===== src/hw/rtl/rcm_pkg.sv =====
// shared types and constants of the rgba channel mixer
package rcm_pkg;

  localparam int NumLanes = 4;
  localparam int NumTerms = 5;
  localparam int IdxWidth = 3;

  // configuration register indexes
  typedef enum logic [IdxWidth-1:0] {
    REG_RED_COEF    = 3'd0,
    REG_GREEN_COEF  = 3'd1,
    REG_BLUE_COEF   = 3'd2,
    REG_ALPHA_COEF  = 3'd3,
    REG_RED_MODE    = 3'd4,
    REG_GREEN_MODE  = 3'd5,
    REG_BLUE_MODE   = 3'd6,
    REG_ALPHA_MODE  = 3'd7
  } reg_idx_e;

  // per-lane sign and zero-weight status traveling with the quotient
  typedef struct packed {
    logic neg;
    logic zero;
  } lane_side_t;

endpackage


===== src/hw/rtl/rcm_merge.sv =====
// merge stage: sign, saturation and zero-weight flags of all lanes
module rcm_merge import rcm_pkg::*; #(
  parameter int SAMPLE_WIDTH = 16,
  parameter int NUM_WIDTH    = 44
) (
  input  logic                                  clk_i,
  input  logic                                  rst_ni,
  input  logic                                  valid_i,
  input  logic [NumLanes-1:0][NUM_WIDTH-1:0]    quot_i,
  input  lane_side_t [NumLanes-1:0]             side_i,
  output logic                                  valid_o,
  output logic [NumLanes-1:0][SAMPLE_WIDTH-1:0] result_o,
  output logic [NumLanes-1:0]                   flags_o
);

  localparam logic [NUM_WIDTH-1:0] MaxPos =
    NUM_WIDTH'((64'd1 << (SAMPLE_WIDTH - 1)) - 64'd1);
  localparam logic [NUM_WIDTH-1:0] MinMag = NUM_WIDTH'(64'd1 << (SAMPLE_WIDTH - 1));

  logic [NumLanes-1:0][SAMPLE_WIDTH-1:0] res_d;
  logic [NumLanes-1:0]                   flags_d;
  logic                                  valid_q;

  // zero flagged lanes, apply sign and clamp to the sample range
  always_comb begin
    for (int k = 0; k < NumLanes; k++) begin
      flags_d[k] = side_i[k].zero;
      if (side_i[k].zero) begin
        res_d[k] = '0;
      end else if (!side_i[k].neg) begin
        res_d[k] = (quot_i[k] > MaxPos) ? MaxPos[SAMPLE_WIDTH-1:0]
                                        : quot_i[k][SAMPLE_WIDTH-1:0];
      end else begin
        res_d[k] = (quot_i[k] > MinMag) ? MinMag[SAMPLE_WIDTH-1:0]
                                        : ~quot_i[k][SAMPLE_WIDTH-1:0] + SAMPLE_WIDTH'(1);
      end
    end
  end

  always_ff @(posedge clk_i or negedge rst_ni) begin
    if (!rst_ni) begin
      valid_q <= 1'b0;
    end else begin
      valid_q <= valid_i;
    end
  end

  // output register loads only on a finished request
  always_ff @(posedge clk_i) begin
    if (valid_i) begin
      result_o <= res_d;
      flags_o  <= flags_d;
    end
  end

  assign valid_o = valid_q;

endmodule


===== config.mk =====
export PLATFORM = sky130hd
export DESIGN_NAME = rcm_merge
export DESIGN_NICKNAME = d
export VERILOG_FILES = /design/src/hw/rtl/rcm_pkg.sv /design/src/hw/rtl/rcm_merge.sv
export SDC_FILE = /design/constraint.sdc
export NUM_CORES = 1
export LEC_CHECK = 0
export ABC_AREA = 1
export BUFFER_PORTS_ARGS = -buffer_cell sky130_fd_sc_hd__buf_2
export CAP_MARGIN = 20
export CORE_MARGIN = 5
export CORE_UTILIZATION = 41
export DETAILED_ROUTE_END_ITERATION = 10
export HOLD_SLACK_MARGIN = 0.02
export PLACE_DENSITY_LB_ADDON = 0.15
export REMOVE_ABC_BUFFERS = 1
export SYNTH_ARGS = -nofsm -noshare
export SYNTH_HDL_FRONTEND = slang
export SYNTH_SLANG_ARGS = --single-unit

===== constraint.sdc =====
create_clock -name clk_i -period 1 [get_ports clk_i]
set_clock_uncertainty 0.2 [all_clocks]
set_input_delay 0.3 -clock clk_i [delete_from_list [all_inputs] [get_ports clk_i]]
set_output_delay 0.3 -clock clk_i [all_outputs]
set_load 0.02 [all_outputs]

==> key figures, run 1 <==
Outcome
  • Outcome: complete, but fails checks
  • Violated checks: negative setup slack

Clocking
  • Clock-pin slew on the worst setup and hold paths: 0.06 ns
  • Max Root-Sink Buffers: 2
  • CTS H-tree lvls: 3
  • CTS tree: done
  • CTS Sinks: 69
  • Root Driver: clkbuf_16
  • CTS buffer count: 9

Logic synthesis
  • Mean Syn Cell Area: 6.700 um^2
  • Library cells used by synthesis: 27
  • Synth warn: 0
  • Synth area leader: edfxtp_1
  • Area contributors post-synth: edfxtp_1 36%, nand2_1 11%, inv_1 9.0%, nand3_1 8.7%, nor2_1 7.8%
  • Register area share after synthesis: 36.34%
  • Post-Synthesis Cells: 849
  • Mapped cell area: 0.005688 mm^2
  • Seq cells post-synth: 69
  • Yosys top cell area share: 35.90%

STA
  • Final Hold Vio Count: 0
  • Finish-stage setup viols: 133
  • Slew @ Worst Pin: 0.5045 ns
  • Final worst-path cycle share: 160.0%
  • Max Fclk: 625.2 MHz
  • RSZ-0062 raised after global routing: yes
  • Slew Limit Headroom: 66.37%
  • Fin crit period: 1.600 ns
  • PnR worst setup slack: -0.5996 ns
  • Max-slew violations: 0

Power
  • Switch share: 31.32%
  • Psw: 2.930 mW
  • Worst vdd ir: 0.7349 mV
  • Design Power: 9.356 mW
  • Logic pwr share: 30.3%
  • Clock network fraction of design power: 32.0%
  • Internal power: 6.425 mW
  • Part of the power in registers: 37.7%
  • Lkg Pwr: 4.702 nW
  • PwrDens: 910.4 mW/mm^2

Detailed routing
  • Routed WL: 21680 um
  • DR pass1 iterations: 5
  • Antenna Violating Nets Remaining: 0
  • Via count: 7318
  • Via density: 5.023
  • Number of DRC markers in iteration 0: 450
  • DRC: 0
  • Drt wl/cell: 14.88 um

Worst setup path
  • Crit end category: flip-flop
  • CP Max Fanout: 10
  • CP Launch Type: input pin
  • Req. time, crit path: 0.99 ns
  • Critical path class: input pin to flip-flop
  • Critical path data arrival time: 1.59 ns

Finish
  • Post-layout util: 74.90%
  • Layout Nets: 1463
  • Ratio of cells with drive above 1 in the final layout: 55.29%
  • Antenna cells: 0
  • Area delta synth->final: 80.66%

Floorplan
  • Starting density of the core: 41.46%
  • Chip height: 127.8 um
  • Core ar.: 0.01372 mm^2
  • Die X: 127.8 um
  • Die area: 0.01633 mm^2
  • Boundary Pins: 256
  • Rows: 43

Job
  • Max Cap Violations: 0

Global routing
  • Grt ovf: 0
  • Via count of the first global-routing pass: 6994
  • Gr usage total: 23.46%
  • First-pass GRT wire length: 31250 um
  • Initial antenna violation count: 0
  • Largest net degree at the start of global routing: 36

Place
  • Final GP Congestion: 0.9066
  • DP Wirelength: 13960 um
  • PortBufs: 255

Hold path
  • Worst min path class: input pin to async pin
==> Yosys cell counts <==
master / number
clkbuf_1: 13
buf_1: 5
buf_2: 3
buf_12: 1
xor2_1: 16
clkbuf_2: 1
nor3_2: 1
nand2_1: 173
nor2_1: 118
nor2_2: 13
inv_1: 136
nand3_1: 99
nand3_2: 4
edfxtp_1: 68
nand2_2: 5
ha_1: 4
nand2_4: 4
inv_2: 14
a21oi_1: 64
dfrtp_1: 1
o21ai_0: 65
nand4_1: 11
xnor2_1: 6
nor2_4: 6
nor3_1: 2
and2_1: 12
buf_6: 4
==> worst max-delay path: stages <==
cell and delay, ns:
buf_8 0.10, inv_6 0.05, ha_4 0.14, inv_4 0.04
nor3_4 0.15, nand2_2 0.09, nor2_2 0.10, nand3_2 0.10
nand2_4 0.13, buf_12 0.14, nand3_1 0.09, a21oi_1 0.15
==> metrics by stage <==
stage                     std cells  area (um^2)  setup WS (ns)  TNS [ns]  hold slack, ns
final                          1457        10280        -0.5996    -57.88          0.1011
after detailed placement       1407         8238         -1.020    -72.68         -0.1198
after global routing           1457        10280        -0.6905    -64.40         0.08094
after global placement         1407         8238        -0.9679    -69.79         -0.1240
after CTS                      1442         9296        -0.5555    -56.52         0.07611
after floorplan                 822         5535        -0.7494    -42.77         -0.1956
==> power groups by stage <==
| stage | clock [mW] | sequential, mW | combinational (mW) |
|---|---|---|---|
| floorplan | 0 | 3.85 | 0.581 |
| global placement | 0 | 3.54 | 2.18 |
| detailed placement | 0 | 3.54 | 2.20 |
| CTS | 3.00 | 3.51 | 2.46 |
| global route | 3.14 | 3.55 | 3.06 |
| finish | 2.99 | 3.53 | 2.84 |
==> final timing paths <==
kind / from / end / cells after the start / slack, ns
max: quot_i[44] / result_o[17] / 12 / -0.60
min in group clk_i: quot_i[0] / result_o[0] / 3 / 0.13
max in group asynchronous: rst_ni / valid_o / 2 / 0.41
min: rst_ni / valid_o / 2 / 0.10
==> flip-flops by register name, indices dropped and copies added (netlist names) <==
signal    cells
flags_o       4
result_o     64
valid_o       1
==> kinds of logic after synthesis <==
family	synth area share, %
buffers and inverters	12.58
adder cells (fa/ha/maj)	0.8799
AO/OA/AOI/OAI	11.35
AND/OR/NAND/NOR	35.46
XOR/XNOR	3.388
flip-flops	36.34
==> cell type report <==
cell class                      count  area [um^2]
Multi-Input combinational cell    608         3944
Fill cell                        1029         3443
Timing Repair Buffer              434         3166
Sequential cell                    69         2067
Inverter                          150        608.1
Clock buffer                        9        225.2
Tap cell                          180        225.2
Clock inverter                      7        41.29
==> layer usage <==
metal	up-vias	track usage (%)	part of all wire (%)	routed length (um)
met5	-	0	0	0
li1	3586	-	-	-
met4	0	8.240	3.0	643
met2	337	42.67	51	11140
met1	3335	27.41	38	8177
met3	60	4.500	7.9	1719
==> repair_timing <==
item | in CTS | in global routing
resized for setup | 195 | 254
setup endpoints to repair | 133 | 133
gates cloned | 3 | 3
setup buffers | 15 | 12
pin swaps | 50 | 96
hold endpoints to repair | 1 | 0
hold buffers | 1 | 0
==> cells in the final DEF, fill, tap and decap left out, types with 2 or more instances in the layout <==
| cell type | instances |
|---|---|
| buf_2 | 197 |
| buf_4 | 157 |
| nand2_1 | 151 |
| inv_1 | 118 |
| nor2_1 | 81 |
| edfxtp_1 | 68 |
| buf_6 | 64 |
| nand3_1 | 47 |
| nand3_2 | 45 |
| a21oi_2 | 43 |
| nor2_2 | 39 |
| o21ai_1 | 25 |
| o21ai_2 | 22 |
| inv_2 | 21 |
| a21oi_1 | 21 |
| nand2_2 | 20 |
| nor2_4 | 19 |
| o21ai_0 | 16 |
| xor2_1 | 13 |
| nand3_4 | 11 |
| nand4_1 | 11 |
| clkbuf_16 | 10 |
| and2_1 | 9 |
| nand2_4 | 9 |
| inv_4 | 7 |
| buf_8 | 7 |
| buf_12 | 7 |
| xnor2_1 | 6 |
| nand2_8 | 5 |
| ha_4 | 4 |
| inv_6 | 3 |
| and2_4 | 3 |
| xor2_2 | 3 |
| o21ai_4 | 2 |
| clkinv_1 | 2 |
| clkinv_2 | 2 |
| clkinvlp_4 | 2 |
Power figures use the tool's default switching activity.
==> run 2, diff against run 1 <==
--- a/config.mk
+++ b/config.mk
@@ -8,12 +8,12 @@
 export ABC_AREA = 1
 export BUFFER_PORTS_ARGS = -buffer_cell sky130_fd_sc_hd__buf_2
 export CAP_MARGIN = 20
-export CORE_MARGIN = 5
 export CORE_UTILIZATION = 41
 export DETAILED_ROUTE_END_ITERATION = 10
 export HOLD_SLACK_MARGIN = 0.02
 export PLACE_DENSITY_LB_ADDON = 0.15
 export REMOVE_ABC_BUFFERS = 1
+export SETUP_SLACK_MARGIN = 0.02
 export SYNTH_ARGS = -nofsm -noshare
 export SYNTH_HDL_FRONTEND = slang
 export SYNTH_SLANG_ARGS = --single-unit
==> constraint.sdc (replaced) <==
create_clock -name clk_i -period 1.9 [get_ports clk_i]
set_clock_uncertainty 0.2 [all_clocks]
set_input_delay 0.57 -clock clk_i [delete_from_list [all_inputs] [get_ports clk_i]]
set_output_delay 0.57 -clock clk_i [all_outputs]
set_load 0.02 [all_outputs]
==> run 2 against run 1 <==
The run now ends clean. Combinational power is 57% lower. Worst hold slack better by 0.26 ns. Largest cell class unchanged. Clock power is 49% lower. Critical endpoint is now result_o[19]. Final area is 12% lower. Total power is 51% lower. Via count is 5.0% lower. Wire length is 18% lower. Sequential power is 48% lower.
==> key figures, run 2 (synthesized netlist as in run 1, its figures left out) <==
Clocking
  • Clock-pin slew on the worst setup and hold paths: 0.06 ns
  • CTS H-tree lvls: 3
  • Max Root-Sink Buffers: 2
  • Root Driver: clkbuf_16
  • CTS tree: done
  • CTS buffer count: 9
  • CTS Sinks: 69

STA
  • RSZ-0062 raised after global routing: yes
  • Slew @ Worst Pin: 0.5308 ns
  • Final Hold Vio Count: 0
  • Fin crit period: 1.870 ns
  • Slew Limit Headroom: 64.58%
  • Max-slew violations: 0
  • Final worst-path cycle share: 98.40%
  • Finish-stage setup viols: 0
  • Max Fclk: 534.9 MHz
  • Hold Slack: 0.3651 ns
  • Sum Neg Setup Slack: 0 ns

Place
  • PortBufs: 255
  • DP Wirelength: 13090 um
  • Final GP Congestion: 0.8926

Finish
  • Largest Register: result_o
  • Post-layout util: 67.84%
  • Area delta synth->final: 59.83%
  • Most common cell after layout, fill and taps aside: buf_2
  • Layout Nets: 1446
  • Max reg flops: 64
  • Commonest cells after routing, fill and taps aside: 250 x buf_2, 165 x nand2_1, 156 x buf_4
  • Antenna cells: 0
  • Ratio of cells with drive above 1 in the final layout: 43.89%

Global routing
  • Initial antenna violation count: 0
  • Largest net degree at the start of global routing: 33
  • Gr usage total: 24.32%
  • First-pass GRT wire length: 28060 um
  • Grt ovf: 0
  • Via count of the first global-routing pass: 6373

Worst setup path
  • Req. time, crit path: 1.90 ns
  • Critical path data arrival time: 1.87 ns
  • CP Max Fanout: 5
  • Crit end category: flip-flop
  • Critical path class: input pin to flip-flop
  • CP Launch Type: input pin

Floorplan
  • Starting density of the core: 42.45%
  • Die area: 0.01435 mm^2
  • Chip height: 119.8 um
  • Rows: 42
  • Boundary Pins: 256
  • Die X: 119.8 um
  • Core ar.: 0.01340 mm^2

Detailed routing
  • DR pass1 iterations: 4
  • Via count: 6955
  • Via density: 4.843
  • Routed WL: 17880 um
  • Number of DRC markers in iteration 0: 431
  • DRC: 0
  • Antenna Violating Nets Remaining: 0
  • Drt wl/cell: 12.45 um

Outcome
  • Outcome: finished, final reports clean

Power
  • PwrDens: 503.8 mW/mm^2
  • Worst vdd ir: 0.3434 mV
  • Lkg Pwr: 4.403 nW

Job
  • Max Cap Violations: 0

Hold path
  • Worst min path class: input pin to async pin
==> run 2: cell types whose count changed in the layout (fill, tap and decap cells not counted), sizes merged <==
cell / before / now
nor2: 139 / 137
clkbuf: 10 / 11
nand2: 185 / 184
clkinvlp: 2 / 0
buf: 432 / 418
inv: 149 / 150
==> run 2: layout make-up <==
type / instances / area (um^2)
fill: 1228 / 4309
multi-input combinational: 605 / 3319
timing repair buffer: 420 / 2653
sequential: 69 / 2067
inverter: 150 / 573.1
clock buffer: 10 / 229.0
tap: 176 / 220.2
clock inverter: 6 / 30.03
==> run 2: metrics by stage <==
stage | area, um^2 | std cells | total power, mW | worst slack [ns]
3_3_place_gp | 8263 | 1407 | 2.996 | -0.3302
3_5_place_dp | 8263 | 1407 | 3.012 | -0.4236
5_1_grt | 9091 | 1436 | 4.808 | -0.05713
6_report | 9091 | 1436 | 4.580 | 0.03039
4_1_cts | 8576 | 1426 | 4.540 | 0.01060
2_1_floorplan | 5535 | 822 | 2.332 | -0.1194
==> run 2: per-layer routing <==
layer	GRT usage [%]	up-vias	share of wire (%)
met4	9.609	0	2.6
met1	28.69	3103	41
met5	0	-	0
met2	42.16	267	49
met3	6.084	37	7.5
li1	-	3548	-
==> run 2: worst paths after layout <==
kind | startpoint | end | cells after the start
worst max-delay path | quot_i[44] | result_o[19] | 12
worst min-delay path | rst_ni | valid_o | 2
max in group asynchronous | rst_ni | valid_o | 2
min in group clk_i | quot_i[132] | result_o[48] | 3
==> run 2: repair_timing <==
action / in CTS / in global routing
gates cloned: 1 / 2
setup endpoints to repair: 17 / 64
endpoints found under the hold margin: 1 / 0
pin swaps: 4 / 44
hold buffers: 1 / 0
resized for setup: 9 / 126
buffers inserted: 1 / 8
==> run 2: where the power goes <==
group,total [mW],internal [mW],switching [mW]
Sequential,1.83,1.81,0.0278
Clock,1.52,0.867,0.649
Combinational,1.23,0.541,0.689
==> run 2: worst max-delay path, stage by stage <==
cell and delay (ns):
buf_8 0.11, inv_4 0.05, ha_4 0.14, inv_4 0.04
nor3_4 0.15, nand2_1 0.09, nor2_2 0.12, nand3_2 0.09
nand2_4 0.13, clkbuf_16 0.17, nand3_2 0.07, a21oi_2 0.14
